<file path="src/rtl/core/tpa_pkg.sv">
// Shared widths, codes and types of the transpose pack/unpack addresser.
package tpa_pkg;

  localparam int unsigned MAX_ELEMENTS = 65536;

  localparam int unsigned IDX_W   = 16;  // element index
  localparam int unsigned DATA_W  = 64;  // one raw double
  localparam int unsigned MODE_W  = 2;
  localparam int unsigned DOM_W   = 7;   // rows / cols per domain
  localparam int unsigned EXT_W   = 13;  // line extent
  localparam int unsigned CFG_W   = 13;  // widest register
  localparam int unsigned CIDX_W  = 2;
  localparam int unsigned DIV_W   = 21;  // widest divisor, R*R*C or R*C*C
  localparam int unsigned TOT_W   = 27;  // R*C*E
  localparam int unsigned PROD_W  = IDX_W + DIV_W;
  localparam int unsigned SUM_W   = PROD_W + 2;
  localparam int unsigned DIV_LAT = IDX_W;  // one quotient bit per stage

  typedef enum logic [MODE_W-1:0] {
    MODE_ROW_PACK   = 2'd0,
    MODE_COL_PACK   = 2'd1,
    MODE_ROW_UNPACK = 2'd2,
    MODE_COL_UNPACK = 2'd3
  } tpa_mode_e;

  typedef enum logic [CIDX_W-1:0] {
    REG_MODE = 2'd0,
    REG_ROWS = 2'd1,
    REG_COLS = 2'd2,
    REG_EXT  = 2'd3
  } tpa_reg_e;

  // Config, products; user keeps stable while requests in flight; unchecked
  typedef struct packed {
    tpa_mode_e          mode;
    logic [DOM_W-1:0]   r;
    logic [DOM_W-1:0]   c;
    logic [EXT_W-1:0]   e;
    logic [2*DOM_W-1:0] rr;
    logic [2*DOM_W-1:0] rc;
    logic [DOM_W+EXT_W-1:0] re;
    logic [DIV_W-1:0]   rrc;
    logic [DIV_W-1:0]   rcc;
    logic [TOT_W-1:0]   rce;
    logic               zero;
  } tpa_cfg_t;

  typedef struct packed {
    logic [IDX_W-1:0]  idx;
    logic [DATA_W-1:0] re;
    logic [DATA_W-1:0] im;
  } tpa_elem_t;

  typedef struct packed {
    tpa_elem_t        elem;
    logic [IDX_W-1:0] rem_x;
    logic [IDX_W-1:0] rem_y;
    logic [IDX_W-1:0] quo_z;
  } tpa_mid_t;

endpackage

</file>
<file path="src/rtl/core/tpa_cfg.sv">
// Configuration registers and the products derived from them.
module tpa_cfg
  import tpa_pkg::*;
(
  input  logic              clk_i,
  input  logic              rst_ni,
  input  logic              cfg_we_i,
  input  logic [CIDX_W-1:0] cfg_idx_i,
  input  logic [CFG_W-1:0]  cfg_data_i,
  output tpa_cfg_t          cfg_o
);

  tpa_mode_e              mode_q;
  logic [DOM_W-1:0]       rows_q, cols_q;
  logic [EXT_W-1:0]       ext_q;
  logic [2*DOM_W-1:0]     rr_q, rc_q;
  logic [DOM_W+EXT_W-1:0] re_q;
  logic [DIV_W-1:0]       rrc_q, rcc_q;
  logic [TOT_W-1:0]       rce_q;
  logic                   zero_q;

  // Decode register writes
  always_ff @(posedge clk_i or negedge rst_ni) begin
    if (!rst_ni) begin
      mode_q <= MODE_ROW_PACK;
      rows_q <= DOM_W'(1);
      cols_q <= DOM_W'(1);
      ext_q  <= EXT_W'(1);
    end else if (cfg_we_i) begin
      unique case (tpa_reg_e'(cfg_idx_i))
        REG_MODE: mode_q <= tpa_mode_e'(cfg_data_i[MODE_W-1:0]);
        REG_ROWS: rows_q <= cfg_data_i[DOM_W-1:0];
        REG_COLS: cols_q <= cfg_data_i[DOM_W-1:0];
        REG_EXT:  ext_q  <= cfg_data_i[EXT_W-1:0];
        default:  ;
      endcase
    end
  end

  // Build products in two registered steps, one multiply per step
  always_ff @(posedge clk_i or negedge rst_ni) begin
    if (!rst_ni) begin
      rr_q   <= (2*DOM_W)'(1);
      rc_q   <= (2*DOM_W)'(1);
      re_q   <= (DOM_W+EXT_W)'(1);
      rrc_q  <= DIV_W'(1);
      rcc_q  <= DIV_W'(1);
      rce_q  <= TOT_W'(1);
      zero_q <= 1'b0;
    end else begin
      rr_q   <= (2*DOM_W)'(rows_q) * (2*DOM_W)'(rows_q);
      rc_q   <= (2*DOM_W)'(rows_q) * (2*DOM_W)'(cols_q);
      re_q   <= (DOM_W+EXT_W)'(rows_q) * (DOM_W+EXT_W)'(ext_q);
      rrc_q  <= DIV_W'(rr_q) * DIV_W'(cols_q);
      rcc_q  <= DIV_W'(rc_q) * DIV_W'(cols_q);
      rce_q  <= TOT_W'(re_q) * TOT_W'(cols_q);
      zero_q <= (rows_q == '0) || (cols_q == '0) || (ext_q == '0);
    end
  end

  assign cfg_o = '{mode: mode_q, r: rows_q, c: cols_q, e: ext_q, rr: rr_q, rc: rc_q,
                   re: re_q, rrc: rrc_q, rcc: rcc_q, rce: rce_q, zero: zero_q};

endmodule

</file>
<file path="config.mk">
export PLATFORM = sky130hd
export DESIGN_NAME = tpa_cfg
export DESIGN_NICKNAME = d
export VERILOG_FILES = /design/src/rtl/core/tpa_pkg.sv /design/src/rtl/core/tpa_cfg.sv
export SDC_FILE = /design/constraint.sdc
export NUM_CORES = 1
export LEC_CHECK = 0
export BUFFER_PORTS_ARGS = -buffer_cell sky130_fd_sc_hd__clkbuf_2
export CAP_MARGIN = 20
export CORE_MARGIN = 2
export CORE_UTILIZATION = 55
export DETAILED_ROUTE_END_ITERATION = 10
export HOLD_SLACK_MARGIN = 0.06
export PLACE_DENSITY = 0.72
export SYNTH_ARGS = -nofsm -noshare
export SYNTH_HDL_FRONTEND = slang
export SYNTH_SLANG_ARGS = --single-unit
</file>
<file path="constraint.sdc">
create_clock -name clk_i -period 5.45 [get_ports clk_i]
set_input_delay 1.09 -clock clk_i [delete_from_list [all_inputs] [get_ports clk_i]]
set_output_delay 1.09 -clock clk_i [all_outputs]
set_load 0.02 [all_outputs]
</file>
Word-level counts from Yosys, hierarchy flattened:

Cells that the tools add are included.

* word-level logic and storage cells: 30
* flip-flop bits (word level): 147
* output and inout bits: 147
* input bits: 18

* multipliers: 6
* equality and inequality tests: 3
* reductions and logical operators: 10

Operator list (number)
* 14-bit by 7-bit multiplier with 21-bit output: 2
* 7-bit by 7-bit multiplier with 14-bit output: 2
* 20-bit by 7-bit multiplier with 27-bit output: 1
* 7-bit by 13-bit multiplier with 20-bit output: 1
* 7-bit zero test: 2
* 13-bit zero test: 1
* 2-bit AND reduction: 4
* 2-bit == test, second input constant: 2
* 2-bit by 1-bit == test with 1-bit output, second input constant: 1
* 2-bit zero test: 1
* 1-bit logical OR: 2

Logic depth before layout (Yosys ltp):

* depth after elaboration: 3
* mapped depth: 19
* gate-level depth less buffers: 16

Worst setup path after synthesis:

OpenSTA, ideal clock, no wires.

* path type: register -> register
* from: register cols_q[2]
* to: register rrc_q[19]
* period minus slack after synthesis: 4758 ps
* path buffers: 2
* setup time: 128 ps
* path slack: 692 ps
* data required time: 5322 ps
* cell stages (with the launch flop): 19
* arrival: 4630 ps
* cells stage by stage: dfrtp_1 > clkbuf_1 > clkbuf_1 > and2_1 > fa_1 > inv_1 > fa_1 > inv_1 > fa_1 > inv_1 > fa_1 > inv_1 > ha_1 > a21oi_1 > o211ai_1 > a41o_1 > a211oi_1 > a21oi_1 > xor2_1

* cells in the longest elaborated chain, start to end: 1

Ends and longest elaborated chain
* from (decl): RTL line tpa_cfg.sv:14 `logic [DOM_W-1:0] rows_q, cols_q;`
* from (signal assigned): RTL line tpa_cfg.sv:33 `REG_COLS: cols_q <= cfg_data_i[DOM_W-1:0];`
* 14-bit by 7-bit multiplier with 21-bit output: RTL line tpa_cfg.sv:54 `rrc_q <= DIV_W'(rr_q) * DIV_W'(cols_q);`
* to (signal assigned): RTL line tpa_cfg.sv:54
* to (decl): RTL line tpa_cfg.sv:18 `logic [DIV_W-1:0] rrc_q, rcc_q;`

No other way between the ends.
A chain may end at the register's enable or synchronous reset.

Final worst setup path:

* from: register cols_q[1]
* to: register rcc_q[20]

* cells in the longest elaborated chain, start to end: 1

Ends and longest elaborated chain
* 14-bit by 7-bit multiplier with 21-bit output: RTL line tpa_cfg.sv:55 `rcc_q <= DIV_W'(rc_q) * DIV_W'(cols_q);`
* to (signal assigned): RTL line tpa_cfg.sv:55
* to (decl): RTL line tpa_cfg.sv:18

No other way between the ends.

==> out/results.txt <==
status -> complete, no violations
global-route wire length before repair -> 77.69 mm
share of layout cells above drive strength 1 -> 12.28%
max_slew headroom -> 39.31%
post-synthesis cell area -> 20040 µm²
post-synth top area share -> 29.66%
# DRC -> 0
leading cell type in the layout, fill and taps excluded -> inv_1
post-layout util -> 61.44%
Die Area -> 37980 µm²
top cell type by total area after synthesis -> fa_1
post-synth cell types -> 63
final-layout fill cell count -> 3022
CP Data Required Time -> 5.78 ns
min cycle time layout -> 4.970 ns
f_max -> 0.2012 GHz
max-slew violation count -> 0
Congestion Overflow GR -> 0
CTS tree -> built
Clk Tree Root Cell -> clkbuf_16
Max-Cap Viols -> 0
Worst Hold Class -> reg2reg
layout net count -> 2742
Die W -> 194.9 µm
number of global-route vias before repair -> 15.85k
via count -> 14.76k
Clock Path Buffers -> 2
io pins -> 165
Setup Buffers After CTS -> 0
synth top area cells -> fa_1 (30%), dfrtp_1 (17%), ha_1 (13%)
crit-path max FO -> 25
endpoint class of the critical path -> register
count of input and output buffers -> 163
Synth Register Bits -> 146
WL per Instance -> 16.49 µm
register area share after synthesis -> 18.28%
largest net degree at the start of global routing -> 68
multi-input logic area -> 14850 µm²
gpl congestion -> 0.9404
initial antenna violation count -> 3
vias per cell -> 5.494
RSZ-0062 raised after global routing -> no
skew final -> 0.009178 ns
Yosys warnings -> 0
post-DP HPWL -> 34.28 mm
insertion delay to the later sink of the worst-skew pair -> 0.46 ns
post-CTS resize count -> 0
hold_buf cts -> 0
Syn Area/Cell -> 9.618 µm²
Synth Flop Type -> dfrtp_1
Area Overhead vs Synth -> 9.558%
Total GRT Usage -> 25.10%
Initial Util -> 56.08%
crit path kind -> reg2reg
Final Setup Violations -> 0
Max H-tree Level -> 4
row cnt -> 69
Gate Count Post-Synth -> 2084
fin crit share -> 91.20%
register area -> 3665 µm²
ANT nets after route -> 0
setup TNS -> 0 ns
Die Span Y -> 194.9 µm
crit path DAT -> 5.30 ns
FFs w/ async S/R, synth -> 100.0%
Sink Count -> 146
Post-Route WL -> 44.30 mm
Num CTS Buffers -> 17
Starting DRT DRC Count -> 825
Hold Fails Final Rpt -> 0
startpoint types -> register
Initial DRT Pass Iterations -> 5
worst slew pin tran -> 0.9078 ns
Core Footprint -> 35740 µm²
number of flops mapped to enable cells by yosys -> 0
commonest cells after routing, fill and taps aside -> inv_1 (324), and2_1 (304), fa_1 (297)
clk slew on worst S/H paths -> 0.07 ns
==> Yosys cell counts, drive strengths merged, types with 3 or more instances <==
cell type	n
o211ai	9
nand2b	5
o21a	9
a31o	6
nor4	6
a311oi	5
clkbuf	79
a211o	4
o21ai	36
nand2	232
o31ai	3
mux2	30
a31oi	11
mux2i	3
nor2	44
nor2b	6
or4	4
o21bai	8
nand3	13
ha	216
xnor2	66
nor3	11
a41oi	3
and2	304
xor2	28
a21oi	62
nor3b	3
a21o	43
a211oi	14
nand3b	4
dfrtp	137
inv	324
buf	4
nand4	6
dfstp	9
fa	297
and3	11
==> final timing paths <==
kind	from	end	slack [ns]	cells after the start
worst max-delay path	cols_q[1]	rcc_q[20]	0.48	17
worst min-delay path	mode_q[1]	mode_q[1]	0.52	1
worst max register to register	cols_q[1]	rcc_q[20]	0.48	17
worst min register to register	mode_q[1]	mode_q[1]	0.52	1
max in group asynchronous	rst_ni	rows_q[1]	3.80	2
min in group asynchronous	rst_ni	rrc_q[3]	0.64	1
==> stage by stage <==
stage          hold WS, ns  setup WS (ns)  cell area, µm²  std cells
4_1_cts             0.5274         0.5009           21940       2684
6_report            0.5214         0.4796           21960       2686
2_1_floorplan       0.4300         0.6924           20050       2087
5_1_grt             0.5444         0.1979           21960       2686
3_5_place_dp        0.5123         0.5390           21350       2652
3_3_place_gp        0.4974         0.6563           21350       2652
==> critical path: stages (launching register included) <==
cell	delay, ns
dfrtp_1	0.40
buf_4	0.24
and2_1	0.19
fa_1	0.54
inv_1	0.06
fa_1	0.52
inv_1	0.05
fa_1	0.47
inv_1	0.05
fa_1	0.47
inv_1	0.04
ha_1	0.35
a21o_1	0.23
a311oi_1	0.54
nor4_1	0.15
o21ai_1	0.22
a311oi_1	0.15
xnor2_1	0.16
==> routing by layer <==
metal	wire [µm]	track usage [%]
met1	19920	34.83
met3	2387	3.852
met2	21290	41.55
met4	667	6.135
met5	31	0
==> final cells by class <==
cell class	instances	area share (%)
Clock inverter	15	0.7236
Inverter	324	5.538
Tap cell	461	2.627
Clock buffer	17	1.937
Timing Repair Buffer	188	4.826
Multi-Input combinational cell	1534	67.65
Antenna cell	1	0.01140
Sequential cell	146	16.69
==> state kept, by name (all words and copies together), names as in the netlist <==
| name | cells |
|---|---|
| zero_q | 1 |
| rc_q | 14 |
| rows_q | 7 |
| rcc_q | 21 |
| ext_q | 13 |
| rrc_q | 21 |
| rr_q | 13 |
| cols_q | 7 |
| mode_q | 2 |
| re_q | 20 |
| rce_q | 27 |
==> kinds of logic after synthesis <==
group	after synthesis	share of synthesized area [%]
compound gates	232	7.828
xor+xnor	94	4.108
fa+ha+maj	513	43.15
buf+inv	407	7.660
flops	146	18.28
mux	33	1.835
other cells	2	0.03747
simple gates	657	17.10
Power is left out: the tool's default activity adds up to more than one toggle a clock period on the data nets, which glitch-free logic cannot reach.
