`config.mk`:
```
export PLATFORM = sky130hd
export DESIGN_NAME = tpa_div_lane
export DESIGN_NICKNAME = d
export VERILOG_FILES = /design/src/rtl/core/tpa_pkg.sv /design/src/rtl/core/tpa_div_lane.sv
export SDC_FILE = /design/constraint.sdc
export NUM_CORES = 1
export LEC_CHECK = 0
export BUFFER_PORTS_ARGS = -buffer_cell sky130_fd_sc_hd__clkbuf_2
export CELL_PAD_IN_SITES_DETAIL_PLACEMENT = 0
export CELL_PAD_IN_SITES_GLOBAL_PLACEMENT = 1
export CORE_MARGIN = 4
export CORE_UTILIZATION = 40
export DETAILED_ROUTE_END_ITERATION = 12
export MAX_ROUTING_LAYER = met4
export PLACE_DENSITY_LB_ADDON = 0.1
export SKIP_LAST_GASP = 1
export SLEW_MARGIN = 5
export SYNTH_ARGS = -nofsm -noshare
export SYNTH_HDL_FRONTEND = slang
export SYNTH_SLANG_ARGS = --single-unit
```
`constraint.sdc`:
```
create_clock -name clk_i -period 3.5 [get_ports clk_i]
set_clock_uncertainty 0.1 [all_clocks]
set_input_delay 0.175 -clock clk_i [delete_from_list [all_inputs] [get_ports clk_i]]
set_output_delay 0.175 -clock clk_i [all_outputs]
set_load 0.05 [all_outputs]
```
`src/rtl/core/tpa_pkg.sv`:
```
// Shared widths, codes and types of the transpose pack/unpack addresser.
package tpa_pkg;

  localparam int unsigned MAX_ELEMENTS = 65536;

  localparam int unsigned IDX_W   = 16;  // element index
  localparam int unsigned DATA_W  = 64;  // one raw double
  localparam int unsigned MODE_W  = 2;
  localparam int unsigned DOM_W   = 7;   // rows / cols per domain
  localparam int unsigned EXT_W   = 13;  // line extent
  localparam int unsigned CFG_W   = 13;  // widest register
  localparam int unsigned CIDX_W  = 2;
  localparam int unsigned DIV_W   = 21;  // widest divisor, R*R*C or R*C*C
  localparam int unsigned TOT_W   = 27;  // R*C*E
  localparam int unsigned PROD_W  = IDX_W + DIV_W;
  localparam int unsigned SUM_W   = PROD_W + 2;
  localparam int unsigned DIV_LAT = IDX_W;  // one quotient bit per stage

  typedef enum logic [MODE_W-1:0] {
    MODE_ROW_PACK   = 2'd0,
    MODE_COL_PACK   = 2'd1,
    MODE_ROW_UNPACK = 2'd2,
    MODE_COL_UNPACK = 2'd3
  } tpa_mode_e;

  typedef enum logic [CIDX_W-1:0] {
    REG_MODE = 2'd0,
    REG_ROWS = 2'd1,
    REG_COLS = 2'd2,
    REG_EXT  = 2'd3
  } tpa_reg_e;

  // Config, products; user keeps stable while requests in flight; unchecked
  typedef struct packed {
    tpa_mode_e          mode;
    logic [DOM_W-1:0]   r;
    logic [DOM_W-1:0]   c;
    logic [EXT_W-1:0]   e;
    logic [2*DOM_W-1:0] rr;
    logic [2*DOM_W-1:0] rc;
    logic [DOM_W+EXT_W-1:0] re;
    logic [DIV_W-1:0]   rrc;
    logic [DIV_W-1:0]   rcc;
    logic [TOT_W-1:0]   rce;
    logic               zero;
  } tpa_cfg_t;

  typedef struct packed {
    logic [IDX_W-1:0]  idx;
    logic [DATA_W-1:0] re;
    logic [DATA_W-1:0] im;
  } tpa_elem_t;

  typedef struct packed {
    tpa_elem_t        elem;
    logic [IDX_W-1:0] rem_x;
    logic [IDX_W-1:0] rem_y;
    logic [IDX_W-1:0] quo_z;
  } tpa_mid_t;

endpackage

```
`src/rtl/core/tpa_div_lane.sv`:
```
// Pipelined restoring divider: one quotient bit per stage.
module tpa_div_lane
  import tpa_pkg::*;
(
  input  logic             clk_i,
  input  logic             en_i,
  input  logic [IDX_W-1:0] dividend_i,
  input  logic [DIV_W-1:0] divisor_i,
  output logic [IDX_W-1:0] quot_o,
  output logic [IDX_W-1:0] rem_o
);

  logic [DIV_W-1:0] rem_q [DIV_LAT];
  logic [IDX_W-1:0] dvd_q [DIV_LAT];
  logic [IDX_W-1:0] quo_q [DIV_LAT];

  for (genvar k = 0; k < DIV_LAT; k++) begin : g_stage
    logic [DIV_W-1:0] rem_in;
    logic [IDX_W-1:0] dvd_in, quo_in;
    logic [DIV_W:0]   trial;
    logic             take;

    if (k == 0) begin : g_first
      assign rem_in = '0;
      assign dvd_in = dividend_i;
      assign quo_in = '0;
    end else begin : g_next
      assign rem_in = rem_q[k-1];
      assign dvd_in = dvd_q[k-1];
      assign quo_in = quo_q[k-1];
    end

    // Shift in the next dividend bit and subtract when it fits
    assign trial = {rem_in, dvd_in[IDX_W-1]};
    assign take  = trial >= {1'b0, divisor_i};

    always_ff @(posedge clk_i) begin
      if (en_i) begin
        rem_q[k] <= take ? DIV_W'(trial - {1'b0, divisor_i}) : DIV_W'(trial);
        dvd_q[k] <= {dvd_in[IDX_W-2:0], 1'b0};
        quo_q[k] <= {quo_in[IDX_W-2:0], take};
      end
    end
  end

  assign quot_o = quo_q[DIV_LAT-1];
  assign rem_o  = rem_q[DIV_LAT-1][IDX_W-1:0];

endmodule
```
Word level (Yosys, flattened, before mapping)

Memory sizes are Yosys's and may differ from the RTL's.
Index checks and enable logic that the tools add are counted.

Memory bits (writable): 832
Register bits: 0
Memories: 3
Logic and storage cells: 53

Magnitude comparators: 16
Add/subtract/negate cells: 16
Mux-type cells: 18

Memories:

| name  | depth | bits a word | rd ports | clocked after Yosys merged registers in | write ports | line               | RTL |
|---|---|---|---|---|---|---|---|
| rem_q | 16    | 21          | 16       | 0                                       | 16          | tpa_div_lane.sv:13 | `logic [DIV_W-1:0] rem_q [DIV_LAT];` |
| quo_q | 16    | 16          | 16       | 0                                       | 16          | tpa_div_lane.sv:15 | `logic [IDX_W-1:0] quo_q [DIV_LAT];` |
| dvd_q | 16    | 15          | 15       | 0                                       | 16          | tpa_div_lane.sv:14 | `logic [IDX_W-1:0] dvd_q [DIV_LAT];` |

Operators by type and width:

| kind                                                           | number |
|---|---|
| 21-bit two-way mux                                             | 16 |
| 22-bit by 21-bit greater-or-equal comparator with 1-bit output | 15 |
| 21-bit subtractor                                              | 15 |
| 1-bit by 21-bit greater-or-equal comparator with 1-bit output  | 1 |
| 1-bit by 21-bit subtractor with 21-bit output                  | 1 |
| 1-bit two-way mux                                              | 2 |

Longest topological paths before layout

Gate-level depths: netlist of the first run.
An unclocked memory read counts as a cell.

Depth in word-level cells: 3
Mapped depth: 14

Worst setup path after synthesis of the first run

Ideal clock, no wire load.

Path type: input to register
Start point: in divisor_i[1]
End point: mem rem_q[4][10], in the netlist rem_q[2][10] (data pin)
Arrival time: 3,431 ps
Library setup time: 260 ps
Required time: 3,140 ps
Slack: -291 ps
Stages: 11
Buffers on the path: 1
Cells stage by stage: inv_1 fa_1 a211oi_1 o21bai_1 a21o_1 a221o_1 a211oi_2 o211ai_2 a211oi_4 buf_6 mux2_4

RTL lines:

| item            | line               | RTL |
|---|---|---|
| start, declared | tpa_div_lane.sv:8  | `input logic [DIV_W-1:0] divisor_i,` |
| end, declared   | tpa_div_lane.sv:13 |  |

==> results of run 1 <==
Yosys cell counts (22+ instances only):
cell / n / area, µm²
edfxtp_1: 587 / 17600
a21oi_1: 333 / 1670
ha_1: 317 / 3970
nor2_1: 257 / 965
nand2_1: 234 / 878
o21ai_0: 226 / 1130
xnor2_1: 147 / 1290
inv_1: 131 / 492
a21o_1: 127 / 953
xor2_1: 88 / 771
mux2_2: 76 / 856
nor3_1: 64 / 320
nand4_1: 60 / 375
o21a_1: 60 / 450
clkbuf_1: 50 / 188
nand3_1: 47 / 235
a211oi_1: 40 / 300
o21bai_1: 33 / 248
o31ai_1: 32 / 240
a31oi_1: 31 / 194
nand2b_1: 27 / 169
nor2b_1: 24 / 150
buf_2: 22 / 110
stage by stage:
stage	TNS, ns	area, µm²	utilization [%]	std cells
final	-1.39	45200	49.9	5114
after global routing	-5.41	45200	49.9	5114
after CTS	-0.859	44800	49.5	5095
after detailed placement	-9.27	41900	46.3	4933
after global placement	-5.62	41900	46.3	4933
after floorplan	-5.36	36900	-	3361
power by group through the flow:
stage | clock network (mW) | registers (mW) | logic [mW]
after detailed placement | 0 | 12.8 | 21.8
after global routing | 8.42 | 12.8 | 25.1
after CTS | 8.15 | 12.6 | 22.2
after floorplan | 0 | 12.2 | 14.6
after global placement | 0 | 12.8 | 21.6
final | 7.93 | 12.6 | 22.7
kinds of logic after synthesis:
group / after synthesis
flip-flops: 587
AND/OR/NAND/NOR: 845
adder cells (fa/ha/maj): 332
AO/OA/AOI/OAI: 1031
buffers and inverters: 214
XOR/XNOR: 235
multiplexers: 117
registers in the layout, summed over array words and instances (netlist names):
register and count:
dvd_q 120, quo_q 136, rem_q 331
layout make-up:
cell class	count	area share, %
clock inverter	45	1.25
multi-input combinational	2562	41.1
sequential	587	39.0
inverter	134	1.12
tap	1176	3.26
timing repair buffer	528	9.96
clock buffer	82	4.26
timing repair:
action,4_1_cts,5_1_grt
buffers inserted,11,14
resized for setup,17,38
cloned,3,5
pin swaps,9,27
endpoints found under the setup margin,37,130
hold buffers,21,0
hold endpoints to repair,45,0
per-layer routing:
layer | global-route usage [%] | vias up
li1 | - | 13900
met1 | 27.9 | 13700
met2 | 40.0 | 528
met3 | 2.62 | 193
met4 | 7.67 | 0
met5 | - | -
worst max-delay path by stage:
stage	start	endpoint	slack, ns	cells past startpoint
CTS	dvd_q[0][59]	rem_q[2][20]	-0.07	14
finish	dvd_q[1][74]	rem_q[6][24]	-0.09	14
detailed placement	divisor_i[0]	rem_q[2][13]	-0.27	14
global route	dvd_q[1][74]	rem_q[6][25]	-0.26	14
floorplan	divisor_i[1]	rem_q[6][23]	-0.16	11
global placement	divisor_i[0]	rem_q[6][22]	-0.17	14
critical path, stage by stage, from the launching register on:
cell	delay [ns]
edfxtp_1	0.38
inv_2	0.09
ha_4	0.14
inv_2	0.03
fa_2	0.34
a211oi_2	0.23
o21bai_1	0.11
a21o_1	0.19
a221o_1	0.37
a211oi_2	0.30
o211ai_2	0.15
a211oi_4	0.30
buf_6	0.17
clkbuf_16	0.15
mux2_4	0.29
==> impl_metrics.yaml, run 1 <==
status:
  status: "finished, violations left"
  violations: "negative setup slack"
finish:
  fillers: 8129
  seq_area_um2: 17600
  multi_input_area_um2: 18600
  diodes: 0
  areaGrowthSynthToFinish_pct: 23.0
  final_nets: 4256
  layout_commonest_cell: "edfxtp_1"
  drive_above_1_share_pct: 20.6
  most-common-layout-cells: "edfxtp_1 (587), buf_4 (381), a21oi_1 (331)"
synthesis:
  syn_avg_cell_area_um2: 10.9
  synthFlopType: "edfxtp_1"
  synth_cells: 3361
  synth_xor_area_share_pct: 5.60
  synth_compound_area_share_pct: 17.8
  synthSimpleGateAreaFrac_pct: 10.9
  mappedNetlistArea_um2: 36700
  synth_top_family_by_area: "compound AO/OA/AOI/OAI gates"
  async_reset_ff_share_pct: 0
  synthAdderAreaFrac_pct: 11.6
  ys.warnings.count: 0
  synth-edff-count: 587
  synth_mux_area_share_pct: 3.76
  synth_seq_cells: 587
  syn-num-nets: 3732
  yosysUniqueCellTypes: 81
  synth_seq_area_share_pct: 48.0
power:
  ir_drop_v: 0.000363
  p_comb_share_pct: 52.5
  seqPwrFrac_pct: 29.1
  switchingPower_mw: 16.5
  intPower_mw: 26.7
  leakage_nw: 18.3
  powerDensity_nw_per_um2: 955
  totalPowerFinal_mw: 43.2
  clockPowerShare_pct: 18.4
  switching_share_pct: 38.2
drt:
  firstDrtPassIters: 5
  via_count: 28300
  drt_iter0_drc: 2004
  wl_met3_mm: 3.44
  wl_met2_mm: 55.6
  antenna_left: 0
  wire_per_inst_um: 21.7
  drc: 0
  m1WireLength_mm: 47.9
  highest_layer: "met4"
  via_per_inst: 5.53
  wirelength_mm: 111
min_path:
  min_path_cells: 3
  hold_start: "divisor_i[0]"
  hp-class: "in -> reg"
  min_to: "rem_q[1][0]"
timing:
  setup_slack_ns: -0.0942
  hold_viol: 0
  fmax_ghz: 0.278
  finalCriticalPeriod_ns: 3.59
  setup_violations: 19
  rsz0062_at_grt: "true"
  finalCritPeriodShare_pct: 103
  hold_slack_ns: 0.0889
  worst_pin_slew_ns: 0.857
  slew_violations: 0
  max_slew_margin_pct: 42.5
worst_setup_path:
  critical_path_peak_fanout: 5
  reg2reg_depth: 14
  worstPathRequired_ns: 3.78
  crit_type: "reg -> reg"
  arrival_ns: 3.87
  startpoint_type: "register"
  worst_setup_path_end_kind: "register"
  r2r_slack_ns: -0.09
  r2r_end: "rem_q[6][24]"
  timing.rr.start: "dvd_q[1][74]"
die:
  die_h_um: 311
  die_x_um: 311
  core-area_um2: 90600
  start_util_pct: 40.6
  core.rowCount: 110
  io_pins: 71
  fp.dieArea_um2: 96800
clock_network:
  cts.path.max_buffers: 3
  cts-htree-levels: 3
  cts_tree: "built"
  cts_root_buf: "clkbuf_16"
  clkLatencyLatePin_ns: 0.64
  cts_made_buffers: 72
  clock_sinks: 587
  path_clk_slew_ns: 0.06
placement:
  preCtsSetupSlack_ns: -0.269
  numPortBuffers: 70
  place.gp.congestion: 0.897
  place_hpwl_mm: 82.1
grt:
  grt_pass1_wl_mm: 168
  antenna_found_initial: 0
  grt_util_all_layers_pct: 23.0
  overflow: 0
  grt_start_max_net_pins: 97
  grt_pass1_vias: 28300
job:
  maxCapViolCount: 0
Note: power is estimated with default switching activity, not from simulation.
==> run 2, diff against run 1 <==
HOLD_SLACK_MARGIN = 0.12   (was unset)
==> impl_metrics.yaml, run 2 (synthesized netlist as in run 1, its figures left out) <==
die:
  fp.dieArea_um2: 96800
  core-area_um2: 90600
  start_util_pct: 40.6
  io_pins: 71
  die_x_um: 311
  die_h_um: 311
  core.rowCount: 110
grt:
  grt_start_max_net_pins: 97
  grt_pass1_vias: 28400
  overflow: 0
  grt_pass1_wl_mm: 169
  antenna_found_initial: 0
  grt_util_all_layers_pct: 23.0
placement:
  numPortBuffers: 70
  place_hpwl_mm: 82.1
  place.gp.congestion: 0.897
worst_setup_path:
  critical_path_peak_fanout: 5
  r2r_slack_ns: -0.08
  arrival_ns: 3.86
  timing.critical_path.buf_inv: 4
  worst_setup_path_end_kind: "register"
  worstPathRequired_ns: 3.78
  path_cells: "inv_2, ha_4, inv_2, fa_2, a211oi_2, o21bai_1, a21o_1, a221o_1, a211oi_2, o211ai_2, a211oi_4, buf_6, clkbuf_16, mux2_4"
  critPathMaxStageDelay_ns: 0.38
  cpMaxStageDelayCell: "edfxtp_1"
  cpLargestDelayFamily: "compound AO/OA/AOI/OAI gates"
  startpoint_type: "register"
  crit_type: "reg -> reg"
finish:
  final_nets: 4266
  most-common-layout-cells: "edfxtp_1 (587), buf_4 (381), a21oi_1 (331)"
  utilization_pct: 50.0
  regMostFlops: "rem_q"
  drive_above_1_share_pct: 20.6
  areaGrowthSynthToFinish_pct: 23.2
  fillers: 8122
  reg_top3: "rem_q (331), quo_q (136), dvd_q (120)"
  largest_reg_flops: 331
  diodes: 0
  layout_commonest_cell: "edfxtp_1"
timing:
  setup_slack_ns: -0.0828
  hold_slack_ns: 0.160
  slew_violations: 0
  setup_violations: 19
  fmax_ghz: 0.279
  max_slew_margin_pct: 42.9
  finalCriticalPeriod_ns: 3.58
  hold_viol: 0
  finalCritPeriodShare_pct: 102
  worst_pin_slew_ns: 0.851
  rsz0062_at_grt: "true"
drt:
  drt_iter0_drc: 1977
  antenna_left: 0
  wirelength_mm: 111
  firstDrtPassIters: 5
  drc: 0
  via_count: 28300
  wire_per_inst_um: 21.6
  via_per_inst: 5.53
power:
  totalPowerFinal_mw: 43.2
  seqPwrFrac_pct: 29.1
  switchingPower_mw: 16.5
  leakage_nw: 18.3
  switching_share_pct: 38.2
  clockPowerShare_pct: 18.4
  ir_drop_v: 0.000365
  powerDensity_nw_per_um2: 953
  p_comb_share_pct: 52.5
  intPower_mw: 26.7
min_path:
  hp-class: "in -> reg"
job:
  maxCapViolCount: 0
clock_network:
  cts-htree-levels: 3
  cts_made_buffers: 72
  cts.path.max_buffers: 3
  path_clk_slew_ns: 0.06
  clock_sinks: 587
  clkLatencyLatePin_ns: 0.64
  cts_tree: "built"
  cts_root_buf: "clkbuf_16"
status:
  status: "finished, violations left"
  violations: "negative setup slack"
[run 2: cell types whose count changed in the layout (fill, tap and decap cells not counted), sizes merged]
cell / previous run / this run
dlygate4sd3: 21 / 31
[run 2: through the flow]
step,TNS (ns),setup WS (ns),instance area (µm²),cells
finish,-1.19,-0.0828,45300,5124
global route,-5.53,-0.258,45300,5124
CTS,-0.859,-0.0662,44900,5105
detailed placement,-9.27,-0.269,41900,4933
global placement,-5.62,-0.172,41900,4933
floorplan,-5.36,-0.161,36900,3361
[run 2: power by group through the flow]
stage          sequential, mW  clock, mW  combinational, mW
3_5_place_dp             12.8          0               21.8
6_report                 12.6       7.93               22.7
5_1_grt                  12.8       8.43               25.1
4_1_cts                  12.6       8.15               22.2
3_3_place_gp             12.8          0               21.6
2_1_floorplan            12.2          0               14.6
[run 2: final cells by class]
cell class / count / area [µm²] / area share, %
Clock buffer: 82 / 1920 / 4.25
Clock inverter: 45 / 566 / 1.25
Inverter: 134 / 507 / 1.12
Multi-Input combinational cell: 2562 / 18600 / 41.0
Sequential cell: 587 / 17600 / 38.9
Tap cell: 1176 / 1470 / 3.25
Timing Repair Buffer: 538 / 4600 / 10.2
[run 2: metal layers]
layer  part of all wire (%)  track usage [%]
met1                     43             27.9
met2                     50             40.1
met3                    3.3             2.62
met4                    3.6             7.70
met5                      0                -
[run 2: timing repair]
item / 4_1_cts / 5_1_grt
setup endpoints to repair: 37 / 130
gates resized for setup: 17 / 38
cloned: 3 / 5
pin swaps: 9 / 27
hold buffers: 31 / 0
setup buffers: 11 / 14
hold endpoints to repair: 77 / 0
[run 2: final timing paths]
path | endpoint | depth (start not counted) | start
setup / recovery | rem_q[6][24] | 14 | dvd_q[1][74]
hold / removal | dvd_q[0][0] | 2 | dividend_i[0]
setup reg to reg | rem_q[6][24] | 14 | dvd_q[1][74]
hold reg to reg | quo_q[1][54] | 0 | quo_q[1][37]
==> run 3, diff against run 2 <==
BUFFER_PORTS_ARGS = unset   (was -buffer_cell sky130_fd_sc_hd__clkbuf_2)
DONT_BUFFER_PORTS = 1   (was unset)
SLEW_MARGIN = 10   (was 5)
==> impl_metrics.yaml, run 3 (synthesized netlist as in run 1, its figures left out) <==
power:
  totalPowerFinal_mw: 41.1
  intPower_mw: 25.2
  powerDensity_nw_per_um2: 953
  clockPowerShare_pct: 18.6
  p_comb_share_pct: 49.9
  ir_drop_v: 0.000434
  switchingPower_mw: 15.9
  leakage_nw: 16.9
  switching_share_pct: 38.6
  seqPwrFrac_pct: 31.5
die:
  core.rowCount: 110
  die_x_um: 311
  core-area_um2: 90600
  die_h_um: 311
  start_util_pct: 40.6
  io_pins: 71
  fp.dieArea_um2: 96800
timing:
  fmax_ghz: 0.253
  setup_slack_ns: -0.449
  worst_pin_slew_ns: 5.27
  finalCritPeriodShare_pct: 113
  hold_slack_ns: -0.419
  finalCriticalPeriod_ns: 3.95
  hold_viol: 56
  slew_violations: 488
  rsz0062_at_grt: "true"
  setup_violations: 226
  max_slew_margin_pct: -252
drt:
  firstDrtPassIters: 6
  wire_per_inst_um: 21.8
  via_per_inst: 5.62
  wirelength_mm: 106
  drt_iter0_drc: 1680
  antenna_left: 0
  via_count: 27300
  drc: 0
job:
  maxCapViolCount: 0
grt:
  grt_util_all_layers_pct: 22.0
  grt_pass1_wl_mm: 160
  grt_pass1_vias: 27000
  overflow: 0
  antenna_found_initial: 0
  grt_start_max_net_pins: 588
worst_setup_path:
  arrival_ns: 2.68
  worst_setup_path_end_kind: "register"
  r2r_slack_ns: -0.10
  critical_path_peak_fanout: 587
  r2r_end: "rem_q[6][41]"
  crit_type: "in -> reg"
  startpoint_type: "primary input"
  reg2reg_depth: 14
  timing.rr.start: "dvd_q[1][74]"
  path_depth: 0
  worstPathRequired_ns: 2.23
min_path:
  hold_start: "en_i"
  min_to: "quo_q[1][21]"
  hp-class: "in -> reg"
  min_path_cells: 0
placement:
  place_hpwl_mm: 73.7
  place.gp.congestion: 0.890
  numPortBuffers: 0
status:
  status: "finished, violations left"
  violations: "negative hold slack, max-slew violations, negative setup slack"
finish:
  most-common-layout-cells: "edfxtp_1 (587), a21oi_1 (332), ha_1 (315)"
  regMostFlops: "rem_q"
  largest_reg_flops: 331
  areaGrowthSynthToFinish_pct: 17.4
  drive_above_1_share_pct: 13.6
  final_nets: 3987
  reg_top3: "rem_q (331), quo_q (136), dvd_q (120)"
  layout_commonest_cell: "edfxtp_1"
clock_network:
  postCtsHoldBufs: 59
  clock_sinks: 587
  cts_root_buf: "clkbuf_16"
  cts_made_buffers: 72
  clkLatencyLatePin_ns: 0.64
  cts-htree-levels: 3
  cts_tree: "built"
  path_clk_slew_ns: 0.05
  cts.path.max_buffers: 3
## run 3: what timing repair did
action / 4_1_cts / 5_1_grt
setup buffers: 4 / 19
resized for setup: 6 / 38
endpoints found under the hold margin: 651 / 587
cloned: 1 / 3
endpoints found under the setup margin: 21 / 149
pin swaps: 0 / 18
## run 3: metal layers
layer	global-route usage, %	vias to the layer above	routed length [µm]	share of wire (%)
met5	-	-	0	0
met4	9.14	0	4980	4.7
met3	3.36	224	4190	4.0
met2	36.4	543	50900	48
met1	26.9	13100	45800	43
li1	-	13300	-	-
## run 3: area by class of cell
| type | count | area [µm²] |
|---|---|---|
| clock buffer | 85 | 1940 |
| tap | 1176 | 1470 |
| timing repair buffer | 261 | 2590 |
| fill | 8306 | 47400 |
| multi-input combinational | 2560 | 18500 |
| sequential | 587 | 17600 |
| clock inverter | 44 | 462 |
| inverter | 134 | 512 |
| antenna | 1 | 2.50 |
## run 3: how the worst max path moves through the flow
stage / from / endpoint / slack, ns
after floorplan: divisor_i[1] / rem_q[6][23] / -0.16
after global placement: dvd_q[1][74] / rem_q[6][22] / -0.03
after detailed placement: dvd_q[1][74] / rem_q[6][41] / -0.06
after CTS: dvd_q[1][74] / rem_q[6][41] / -0.05
after global routing: dvd_q[1][74] / rem_q[6][41] / -0.22
final: en_i / rem_q[1][32] / -0.45
## run 3: power groups by stage
stage | Clock (mW) | Sequential, mW | Combinational, mW
after floorplan | 0 | 12.2 | 14.6
after global placement | 0 | 13.2 | 19.6
after detailed placement | 0 | 13.1 | 19.7
after CTS | 7.89 | 13.0 | 20.1
after global routing | 8.18 | 13.1 | 22.8
final | 7.63 | 13.0 | 20.5
## run 3: stage by stage
step           util, %  instances  TNS, ns  setup slack [ns]  instance area [µm²]
5_1_grt           47.6       4847    -7.59            -0.225                43100
3_3_place_gp      43.8       4632  -0.0530           -0.0279                39700
2_1_floorplan        -       3361    -5.36            -0.161                36900
6_report          47.6       4848   -58.82            -0.449                43100
3_5_place_dp      43.8       4632   -0.613           -0.0644                39700
4_1_cts           47.2       4825   -0.354           -0.0464                42700
